### src/rtl/pfa_pkg.sv
// shared types and constants for the page frame allocator
package pfa_pkg;

   // default sizes
   localparam int NUM_PAGES_DEF = 1024;
   localparam int REF_WIDTH_DEF = 8;

   // fixed field widths
   localparam int PAGE_W   = 10;
   localparam int CMD_W    = 3;
   localparam int STATUS_W = 2;
   localparam int COUNT_W  = 8;
   localparam int FREE_W   = 11;

   localparam logic [FREE_W-1:0] FREE_MAX = 11'd2047;

   // command codes
   localparam logic [CMD_W-1:0] CMD_ADD_PAGE  = 3'd0;
   localparam logic [CMD_W-1:0] CMD_FREE      = 3'd1;
   localparam logic [CMD_W-1:0] CMD_ALLOC     = 3'd2;
   localparam logic [CMD_W-1:0] CMD_INCREMENT = 3'd3;
   localparam logic [CMD_W-1:0] CMD_DECREMENT = 3'd4;
   localparam logic [CMD_W-1:0] CMD_QUERY     = 3'd5;

   // status codes
   localparam logic [STATUS_W-1:0] STS_OK        = 2'd0;
   localparam logic [STATUS_W-1:0] STS_RANGE     = 2'd1;
   localparam logic [STATUS_W-1:0] STS_EMPTY     = 2'd2;
   localparam logic [STATUS_W-1:0] STS_SATURATED = 2'd3;

   // request transaction
   typedef struct packed {
      logic [CMD_W-1:0]  command;
      logic [PAGE_W-1:0] page;
   } req_type;

   // response transaction
   typedef struct packed {
      logic [STATUS_W-1:0] status;
      logic [PAGE_W-1:0]   alloc_page;
      logic                alloc_valid;
      logic [COUNT_W-1:0]  ref_count;
      logic [FREE_W-1:0]   free_pages;
   } rsp_type;

   // controller to datapath
   typedef struct packed {
      logic accept;
      logic exec;
      logic clear_wr;
   } ctl_cmd_type;

   // datapath to controller
   typedef struct packed {
      logic clear_last;
   } dp_status_type;

endpackage

### src/rtl/pfa_ctrl.sv
// controller state machine of the page frame allocator
module pfa_ctrl (
   input  logic                   clock,
   input  logic                   reset,
   input  logic                   start,
   output logic                   busy,
   input  pfa_pkg::dp_status_type dp_status,
   output pfa_pkg::ctl_cmd_type   ctl
);

   typedef enum logic [2:0] {
      ST_IDLE  = 3'b001,
      ST_EXEC  = 3'b010,
      ST_CLEAR = 3'b100
   } state_type;

   state_type state_ff, state_in;

   // next state
   always_comb begin
      state_in = state_ff;
      unique case (state_ff)
         ST_IDLE: begin
            if (start) begin
               state_in = ST_EXEC;
            end
         end
         ST_EXEC: begin
            state_in = ST_IDLE;
         end
         ST_CLEAR: begin
            if (dp_status.clear_last) begin
               state_in = ST_IDLE;
            end
         end
         default: begin
            state_in = ST_IDLE;
         end
      endcase
   end

   // state register, reset starts the clearing pass
   always_ff @(posedge clock) begin
      if (reset) begin
         state_ff <= ST_CLEAR;
      end else begin
         state_ff <= state_in;
      end
   end

   // commands to the datapath
   assign busy         = (state_ff != ST_IDLE);
   assign ctl.accept   = start && (state_ff == ST_IDLE);
   assign ctl.exec     = (state_ff == ST_EXEC);
   assign ctl.clear_wr = (state_ff == ST_CLEAR);

endmodule

### config.mk
export PLATFORM = sky130hd
export DESIGN_NAME = pfa_ctrl
export DESIGN_NICKNAME = d
export VERILOG_FILES = /design/src/rtl/pfa_pkg.sv /design/src/rtl/pfa_ctrl.sv
export SDC_FILE = /design/constraint.sdc
export NUM_CORES = 1
export LEC_CHECK = 0
export BUFFER_PORTS_ARGS = -buffer_cell sky130_fd_sc_hd__buf_2
export CAP_MARGIN = 20
export CORE_AREA = 2 2 39 41
export DETAILED_ROUTE_END_ITERATION = 7
export DIE_AREA = 0 0 41 43
export PLACE_DENSITY = 0.35
export RECOVER_POWER = 25
export SLEW_MARGIN = 15
export SYNTH_ARGS = -nofsm -noshare
export SYNTH_HDL_FRONTEND = slang
export SYNTH_SLANG_ARGS = --single-unit
### constraint.sdc
create_clock -name clock -period 1.25 [get_ports clock]
set_input_delay 0.25 -clock clock [delete_from_list [all_inputs] [get_ports clock]]
set_output_delay 0.25 -clock clock [all_outputs]
set_load 0.05 [all_outputs]
==> impl_metrics.ini, run 1 <==
[power]
leakagePower_nw = 0.116
pwr_density_cell_nw_per_um2 = 1310
ir_worst_vdd_mv = 0.257
design_power_total_w = 0.000361

[yosys]
proportion_of_register_bits_with_asynchronous_set_or_reset_after_synthesis = 0
synthesis.instances = 11
mappedNetlistNets = 15
synth.ff_latch_count = 3
synthFlopType = sky130_fd_sc_hd__dfxtp_1
netlist-cell-type-count = 8
yosys_warnings = 0
syn_avg_cell_area_um2 = 11.1
synth_edf_count = 0
top_post_synthesis_cells_by_area = sky130_fd_sc_hd__dfxtp_1 49%, sky130_fd_sc_hd__nor3b_1 12%, sky130_fd_sc_hd__and4bb_2 10%, sky130_fd_sc_hd__nor4b_1 7.1%, sky130_fd_sc_hd__or3b_2 7.1%
synth_area_um2 = 123
synth_top_area_cell = sky130_fd_sc_hd__dfxtp_1
synth_commonest_cells = 3 x sky130_fd_sc_hd__dfxtp_1, 2 x sky130_fd_sc_hd__nor3b_1
yosysMostFrequentCell = sky130_fd_sc_hd__dfxtp_1
synth_seq_area_share = 0.490
synth_top_area_share = 0.490

[floorplanning]
die_x_um = 41
die_height_um = 43
ioPinCount = 8
core_region_area_um2 = 1380
num_rows = 14
initial_utilization = 0.0886
die_area_um2 = 1760

[sta]
timing.fmax_mhz = 734
finalHoldViolCount = 0
tightest_slew_ns = 0.403
max_slew_margin = 0.727
finalCriticalPeriod_ns = 1.36
finalWorstSetupSlack_ns = -0.113
fin_setup_tns_ns = -0.205
finalClockSkew_ns = 0.000831
rsz0062_at_grt = true
drv_slew = 0
setup-violations-final = 4
period_share = 1.09
whs_ns = 0.197

[hold_path]
min-delay-path-class = input pin to register

[critical_path]
reg2reg_from = state_ff[1]
critPathCaptureType = output port
critPathSlowestCell = sky130_fd_sc_hd__or3b_4
worst_setup_path_start_kind = register
rr_endpoint = state_ff[2]
critPathCapture = busy
arrival_ns = 1.11
worstPathRequired_ns = 1.00
flop2flop_setup_slack_ns = 0.26
r2r.worst_path.cells = 2
critical_path.max_stage_delay_ns = 0.39
timing.critical_path.from = state_ff[1]
worstSetupPathType = register to output port
worst-path-max-fanout = 5
crit_path_cell_trace = or3b_4 > buf_6

[drt]
drtPass1Iterations = 2
routed_antenna_nets = 0
vias = 147
total_wirelength_of_the_detailed_routed_design_um = 364
drt-vias-per-instance = 3.59
drt_iter0_drc = 4
route.detailed.drc = 0
wl_per_cell_um = 8.88

[finish]
largest_register_ff_count = 3
top_regs = state_ff x3
postLayoutCoreUtil = 0.199
sequential_cell_area_um2 = 63.8
area.growth.synth_to_final_pct = 124
top_register = state_ff
num_antenna_cells = 0
fin_cells = 41
ratio_of_cells_with_drive_above_1_in_the_final_layout = 0.840
multi_input_comb_area_um2 = 75.1
number_of_nets_in_the_layout = 30
n_fill_cell = 164

[global_route]
globalRouteOverflowTotal = 0
first_global_vias = 138
first_pass_grt_wire_length_um = 552
groute.usage.overall = 0.0562
antenna_found_initial = 0
maximum_number_of_pins_on_one_net_before_global_route_repair = 6

[clocking]
cts_tree = done
root_buffer = sky130_fd_sc_hd__clkbuf_4
number_of_buffers_inserted_for_hold_repair_after_clock_tree_synthesis = 0
clock_insertion_delay_worst_skew_ns = 0.23
cts_max_level = 1
clockBufferDepth = 2
cts.reportedPaths.clkPinSlew_ns = 0.04
cts_buffers = 3
cts_num_sinks = 3

[placement]
io_buffer_count = 7
placed_instances = 35
place_congestion = 0.480

[outcome]
outcome = complete, but fails checks
failed_checks = setup timing

[run]
maxcap_viol_count = 0
[worst min-delay path by stage]
stage	from	endpoint	slack, ns	cells past startpoint
after floorplan	reset	state_ff[1]	0.32	1
after global placement	reset	state_ff[1]	0.44	2
after detailed placement	reset	state_ff[1]	0.44	2
after CTS	reset	state_ff[1]	0.18	2
after global routing	reset	state_ff[0]	0.20	2
final	reset	state_ff[1]	0.20	2
[stage by stage]
| step | cell area (um2) | setup WS, ns |
|---|---|---|
| after floorplan | 133 | -0.0331 |
| after CTS | 264 | -0.123 |
| final | 275 | -0.113 |
| after global routing | 275 | -0.143 |
| after global placement | 195 | 0.00838 |
| after detailed placement | 195 | -0.00832 |
[cell usage in the layout (no fill, tap or decap)]
cell / n
sky130_fd_sc_hd__and4bb_2: 1
sky130_fd_sc_hd__buf_2: 3
sky130_fd_sc_hd__buf_4: 2
sky130_fd_sc_hd__buf_6: 4
sky130_fd_sc_hd__buf_8: 1
sky130_fd_sc_hd__clkbuf_1: 1
sky130_fd_sc_hd__clkbuf_4: 3
sky130_fd_sc_hd__dfxtp_2: 3
sky130_fd_sc_hd__nor2b_1: 1
sky130_fd_sc_hd__nor3_1: 1
sky130_fd_sc_hd__nor3b_2: 2
sky130_fd_sc_hd__nor4b_1: 1
sky130_fd_sc_hd__or2_2: 1
sky130_fd_sc_hd__or3b_4: 1
[worst max-delay path: cells and delay by family (launching register included)]
kind / cells / cell delay [ns]
AND/OR/NAND/NOR: 1 / 0.39
flip-flops: 1 / 0.33
buffers and inverters: 1 / 0.16
[cells by family after synthesis]
| group | Yosys count | share of synthesized area |
|---|---|---|
| DFF | 3 | 0.490 |
| and+or+nand+nor | 8 | 0.510 |
[final cells by class]
cell class	instances	area share
flip-flops and latches	3	0.232
well taps	16	0.0727
repair buffers	10	0.327
clock buffers	4	0.0955
multi-input cells	8	0.273
[repair_timing]
action,CTS,global route
pin swaps,2,2
setup buffers,1,1
endpoints found under the setup margin,4,4
gates resized for setup,13,1
[report_power, final]
part           internal, W  total (W)  switching [W]  leakage, nW
logic            0.0000403  0.0000817      0.0000413       0.0756
registers         0.000104   0.000111     0.00000668       0.0255
clock network     0.000120   0.000169      0.0000491       0.0150
total             0.000264   0.000361      0.0000972        0.116
[metal layers]
layer	part of all wire	vias up	global-route usage
met4	0.016	0	0.0800
li1	-	69	-
met3	0.12	2	0.0471
met5	0	-	0
met1	0.43	68	0.0513
met2	0.44	8	0.0594
(Power assumes the default switching activity.)
==> inputs of run 2 (changes only) <==
--- a/config.mk
+++ b/config.mk
@@ -8,10 +8,11 @@
 export BUFFER_PORTS_ARGS = -buffer_cell sky130_fd_sc_hd__buf_2
 export CAP_MARGIN = 20
 export CORE_AREA = 2 2 39 41
+export CTS_CLUSTER_DIAMETER = 40
 export DETAILED_ROUTE_END_ITERATION = 7
 export DIE_AREA = 0 0 41 43
 export PLACE_DENSITY = 0.35
-export RECOVER_POWER = 25
+export RECOVER_POWER = 100
 export SLEW_MARGIN = 15
 export SYNTH_ARGS = -nofsm -noshare
 export SYNTH_HDL_FRONTEND = slang
==> run 2 against run 1 <==
Effect of this change: the flow still finishes with violations (setup timing); register-to-register slack worse by 0.02 ns; first-iteration DRC count stayed put; final cell count unchanged; highest routed layer unchanged.
==> impl_metrics.ini, run 2 (synthesis gave the netlist of run 1 again) <==
[critical_path]
worst-path-max-fanout = 5
rr_endpoint = state_ff[0]
reg2reg_from = state_ff[2]
arrival_ns = 1.11
r2r.worst_path.cells = 3
flop2flop_setup_slack_ns = 0.24
worstSetupPathType = register to output port
critPathCaptureType = output port
worstPathRequired_ns = 1.00
worst_setup_path_start_kind = register

[clocking]
cts_max_level = 1
cts_buffers = 3
number_of_buffers_inserted_for_hold_repair_after_clock_tree_synthesis = 0
cts_tree = done
clock_insertion_delay_worst_skew_ns = 0.23
root_buffer = sky130_fd_sc_hd__clkbuf_4
clockBufferDepth = 2
cts.reportedPaths.clkPinSlew_ns = 0.04
cts_num_sinks = 3

[finish]
ratio_of_cells_with_drive_above_1_in_the_final_layout = 0.800
fin_cells = 41
top_regs = state_ff x3
largest_register_ff_count = 3
postLayoutCoreUtil = 0.198
number_of_nets_in_the_layout = 30
n_fill_cell = 165
most_common_cell_after_layout_fill_and_taps_aside = sky130_fd_sc_hd__buf_6
top_register = state_ff
most-common-layout-cells = 4 x sky130_fd_sc_hd__buf_6, 3 x sky130_fd_sc_hd__clkbuf_4, 3 x sky130_fd_sc_hd__buf_2
num_antenna_cells = 0
area.growth.synth_to_final_pct = 123

[sta]
drv_slew = 0
finalClockSkew_ns = 0.000831
timing.fmax_mhz = 734
finalHoldViolCount = 0
max_slew_margin = 0.727
finalWorstSetupSlack_ns = -0.113
rsz0062_at_grt = true
tightest_slew_ns = 0.403
whs_ns = 0.197
finalCriticalPeriod_ns = 1.36
setup-violations-final = 4
period_share = 1.09

[hold_path]
worstHoldEndpoint = state_ff[1]
hold-path-cell-count = 2
min-delay-path-class = input pin to register
min_from = reset

[drt]
drt-vias-per-instance = 3.59
drtPass1Iterations = 2
routed_antenna_nets = 0
vias = 147
wl_per_cell_um = 8.88
drt_iter0_drc = 4
route.detailed.drc = 0
total_wirelength_of_the_detailed_routed_design_um = 364

[floorplanning]
die_area_um2 = 1760
num_rows = 14
ioPinCount = 8
initial_utilization = 0.0886
die_x_um = 41
core_region_area_um2 = 1380
die_height_um = 43

[power]
cellInternalPower_w = 0.000263
part_of_the_total_power_dissipated_in_sequential_elements = 0.306
ir_worst_vdd_mv = 0.249
netSwitchingFraction = 0.269
pwr_density_cell_nw_per_um2 = 1320
power_switching_w = 0.0000972
design_power_total_w = 0.000361
leakagePower_nw = 0.116
power.combinational.fraction = 0.226
clkPwrFrac = 0.468

[global_route]
first_pass_grt_wire_length_um = 552
groute.usage.overall = 0.0562
globalRouteOverflowTotal = 0
maximum_number_of_pins_on_one_net_before_global_route_repair = 6
first_global_vias = 138
antenna_found_initial = 0

[placement]
io_buffer_count = 7
placed_instances = 35
place_congestion = 0.480

[outcome]
failed_checks = setup timing
outcome = complete, but fails checks

[run]
maxcap_viol_count = 0
==> run 2: cell counts in the layout (fill, tap and decap cells not counted) <==
No cell type changed its count.
==> run 2: worst max-delay path by stage <==
stage | depth (start not counted) | slack, ns | startpoint | endpoint
after floorplan | 1 | -0.03 | state_ff[1] | ctl[1]
after global placement | 2 | 0.008 | state_ff[1] | busy
after detailed placement | 2 | -0.008 | state_ff[1] | busy
after CTS | 2 | -0.12 | state_ff[1] | busy
after global routing | 2 | -0.14 | state_ff[0] | busy
final | 2 | -0.11 | state_ff[1] | busy
==> run 2: layer usage <==
layer | track usage | wire (um) | share of wire | vias to the layer above
met5 | 0 | 0 | 0 | -
met4 | 0.0800 | 6 | 0.016 | 0
met3 | 0.0471 | 43 | 0.12 | 2
met2 | 0.0594 | 159 | 0.44 | 8
met1 | 0.0513 | 155 | 0.43 | 68
li1 | - | - | - | 69
==> run 2: final cells by class <==
cell class	instances	area [um2]	share of cell area
sequential	3	62.6	0.228
multi-input combinational	8	75.1	0.274
timing repair buffer	10	90.1	0.329
tap	16	20.0	0.0731
clock buffer	4	26.3	0.0959
==> run 2: timing repair <==
action,CTS,global route
gates cloned,0,0
endpoints found under the setup margin,4,4
pin swaps,2,2
gates resized for setup,13,1
setup buffers,1,1
==> run 2: worst max-delay path, stage by stage (launching register included) <==
cell and delay [ns]:
sky130_fd_sc_hd__dfxtp_2 0.33, sky130_fd_sc_hd__or3b_4 0.39, sky130_fd_sc_hd__buf_6 0.16
==> run 2: power groups by stage <==
| stage | Sequential [W] | Clock, W | Combinational [W] |
|---|---|---|---|
| after global routing | 0.000111 | 0.000190 | 0.0000856 |
| after global placement | 0.000110 | 0 | 0.0000594 |
| after detailed placement | 0.000110 | 0 | 0.0000612 |
| after CTS | 0.000111 | 0.000180 | 0.0000771 |
| after floorplan | 0.000110 | 0 | 0.0000417 |
| final | 0.000110 | 0.000169 | 0.0000816 |
==> run 2: metrics by stage <==
step / setup WS [ns] / area (um2) / TNS [ns]
6_report: -0.113 / 274 / -0.225
5_1_grt: -0.143 / 274 / -0.410
4_1_cts: -0.123 / 264 / -0.245
3_5_place_dp: -0.00832 / 195 / -0.00832
3_3_place_gp: 0.00838 / 195 / 0
2_1_floorplan: -0.0331 / 133 / -0.0592
==> inputs of run 3 (changes only) <==
--- a/config.mk
+++ b/config.mk
@@ -13,6 +13,7 @@
 export DIE_AREA = 0 0 41 43
 export PLACE_DENSITY = 0.35
 export RECOVER_POWER = 100
+export REMOVE_ABC_BUFFERS = 1
 export SLEW_MARGIN = 15
 export SYNTH_ARGS = -nofsm -noshare
 export SYNTH_HDL_FRONTEND = slang
==> run 3 against run 2 <==
Effect of this change: the run still ends with setup timing left; core utilization decreased by 0.54 points; final cell count is 2.4% lower; global-route usage down 0.61 points; routed wire length fell by 20%; sequential power barely moved; critical path depth is the same; critical path type unchanged; highest routed layer unchanged.
==> impl_metrics.ini, run 3 (synthesis gave the netlist of run 1 again) <==
[critical_path]
flop2flop_setup_slack_ns = 0.27
worstPathRequired_ns = 1.00
critical_path.max_stage_delay_ns = 0.40
crit_path_cell_trace = or3b_4 > buf_8
critPathSlowestCell = sky130_fd_sc_hd__or3b_4
worstSetupPathType = register to output port
reg2reg_from = state_ff[1]
timing.critical_path.buf_inv = 1
worst-path-max-fanout = 5
critPathCaptureType = output port
critical_path.top_delay_family = simple AND/OR/NAND/NOR gates
rr_endpoint = state_ff[1]
timing.critical_path.from = state_ff[1]
r2r.worst_path.cells = 3
arrival_ns = 1.12
worst_setup_path_start_kind = register

[power]
netSwitchingFraction = 0.269
leakagePower_nw = 0.111
cellInternalPower_w = 0.000259
clkPwrFrac = 0.476
power.combinational.fraction = 0.214
power_switching_w = 0.0000952
pwr_density_cell_nw_per_um2 = 1330
part_of_the_total_power_dissipated_in_sequential_elements = 0.310
ir_worst_vdd_mv = 0.469

[placement]
io_buffer_count = 7
place_congestion = 0.554
placed_instances = 35

[clocking]
cts_buffers = 3
cts_max_level = 1
clockBufferDepth = 2
root_buffer = sky130_fd_sc_hd__clkbuf_4
cts.reportedPaths.clkPinSlew_ns = 0.03
cts_tree = done
number_of_buffers_inserted_for_hold_repair_after_clock_tree_synthesis = 0
cts_num_sinks = 3
clock_insertion_delay_worst_skew_ns = 0.23

[sta]
rsz0062_at_grt = true
finalWorstSetupSlack_ns = -0.119
finalCriticalPeriod_ns = 1.37
period_share = 1.09
whs_ns = 0.199
setup-violations-final = 4
finalHoldViolCount = 0
max_slew_margin = 0.763
drv_slew = 0
tightest_slew_ns = 0.351
finalClockSkew_ns = 0.00395
timing.fmax_mhz = 731

[global_route]
globalRouteOverflowTotal = 0
groute.usage.overall = 0.0501
antenna_found_initial = 0
maximum_number_of_pins_on_one_net_before_global_route_repair = 6
first_global_vias = 128
first_pass_grt_wire_length_um = 503

[outcome]
failed_checks = setup timing
outcome = complete, but fails checks

[finish]
top_regs = state_ff x3
ratio_of_cells_with_drive_above_1_in_the_final_layout = 0.833
postLayoutCoreUtil = 0.193
n_fill_cell = 156
area.growth.synth_to_final_pct = 117
largest_register_ff_count = 3
top_register = state_ff
most_common_cell_after_layout_fill_and_taps_aside = sky130_fd_sc_hd__clkbuf_4
fin_cells = 40
most-common-layout-cells = 4 x sky130_fd_sc_hd__clkbuf_4, 3 x sky130_fd_sc_hd__buf_2, 3 x sky130_fd_sc_hd__buf_6
num_antenna_cells = 0
number_of_nets_in_the_layout = 29

[floorplanning]
die_area_um2 = 1760
num_rows = 14
core_region_area_um2 = 1380
die_height_um = 43
ioPinCount = 8
initial_utilization = 0.0886
die_x_um = 41

[drt]
wl_per_cell_um = 7.30
drtPass1Iterations = 2
route.detailed.drc = 0
total_wirelength_of_the_detailed_routed_design_um = 292
drt_iter0_drc = 2
vias = 134
routed_antenna_nets = 0
drt-vias-per-instance = 3.35

[hold_path]
hold-path-cell-count = 2
worstHoldEndpoint = state_ff[1]
min_from = reset
min-delay-path-class = input pin to register

[run]
maxcap_viol_count = 0
-- run 3: cell types whose count changed in the layout (fill, tap and decap cells not counted) --
cell,change
sky130_fd_sc_hd__buf_4,-1
sky130_fd_sc_hd__clkbuf_4,+1
sky130_fd_sc_hd__dfxtp_4,+1
sky130_fd_sc_hd__buf_6,-1
sky130_fd_sc_hd__dfxtp_1,-1
-- run 3: how the worst max path moves through the flow --
stage,cells past startpoint,end,slack (ns)
2_1_floorplan,1,ctl[1],-0.51
3_3_place_gp,2,busy,0.005
3_5_place_dp,2,busy,-0.005
4_1_cts,2,busy,-0.12
5_1_grt,2,busy,-0.16
6_report,2,busy,-0.12
-- run 3: per-stage QoR --
step	worst slack, ns	power, W	instance area, um2	TNS (ns)
final	-0.119	0.000354	267	-0.264
after global routing	-0.156	0.000381	267	-0.477
after CTS	-0.124	0.000361	246	-0.414
after detailed placement	-0.00548	0.000168	185	-0.00548
after global placement	0.00546	0.000166	185	0
after floorplan	-0.513	0.000149	123	-1.02
-- run 3: metal layers --
layer	vias to the layer above	part of all wire	GRT usage	routed length [um]
li1	68	-	-	-
met4	0	0.027	0.0600	8
met5	-	0	0	0
met3	2	0.17	0.0471	49
met2	10	0.28	0.0344	82
met1	54	0.52	0.0671	152
-- run 3: cell type report --
class | count | area, um2 | share of cell area
clock buffers | 4 | 26.3 | 0.0986
multi-input cells | 8 | 75.1 | 0.282
flip-flops and latches | 3 | 66.3 | 0.249
well taps | 16 | 20.0 | 0.0751
repair buffers | 9 | 78.8 | 0.296
-- run 3: timing repair --
action,CTS,global route
resized for setup,11,5
endpoints found under the hold margin,0,0
setup endpoints to repair,4,4
buffers inserted,1,0
pin swaps,2,1
gates cloned,0,0
-- run 3: power by group through the flow --
stage	clock network (W)	registers, W	logic, W
6_report	0.000169	0.000110	0.0000760
5_1_grt	0.000189	0.000112	0.0000802
4_1_cts	0.000180	0.000110	0.0000715
3_5_place_dp	0	0.000110	0.0000581
3_3_place_gp	0	0.000109	0.0000573
2_1_floorplan	0	0.000109	0.0000404
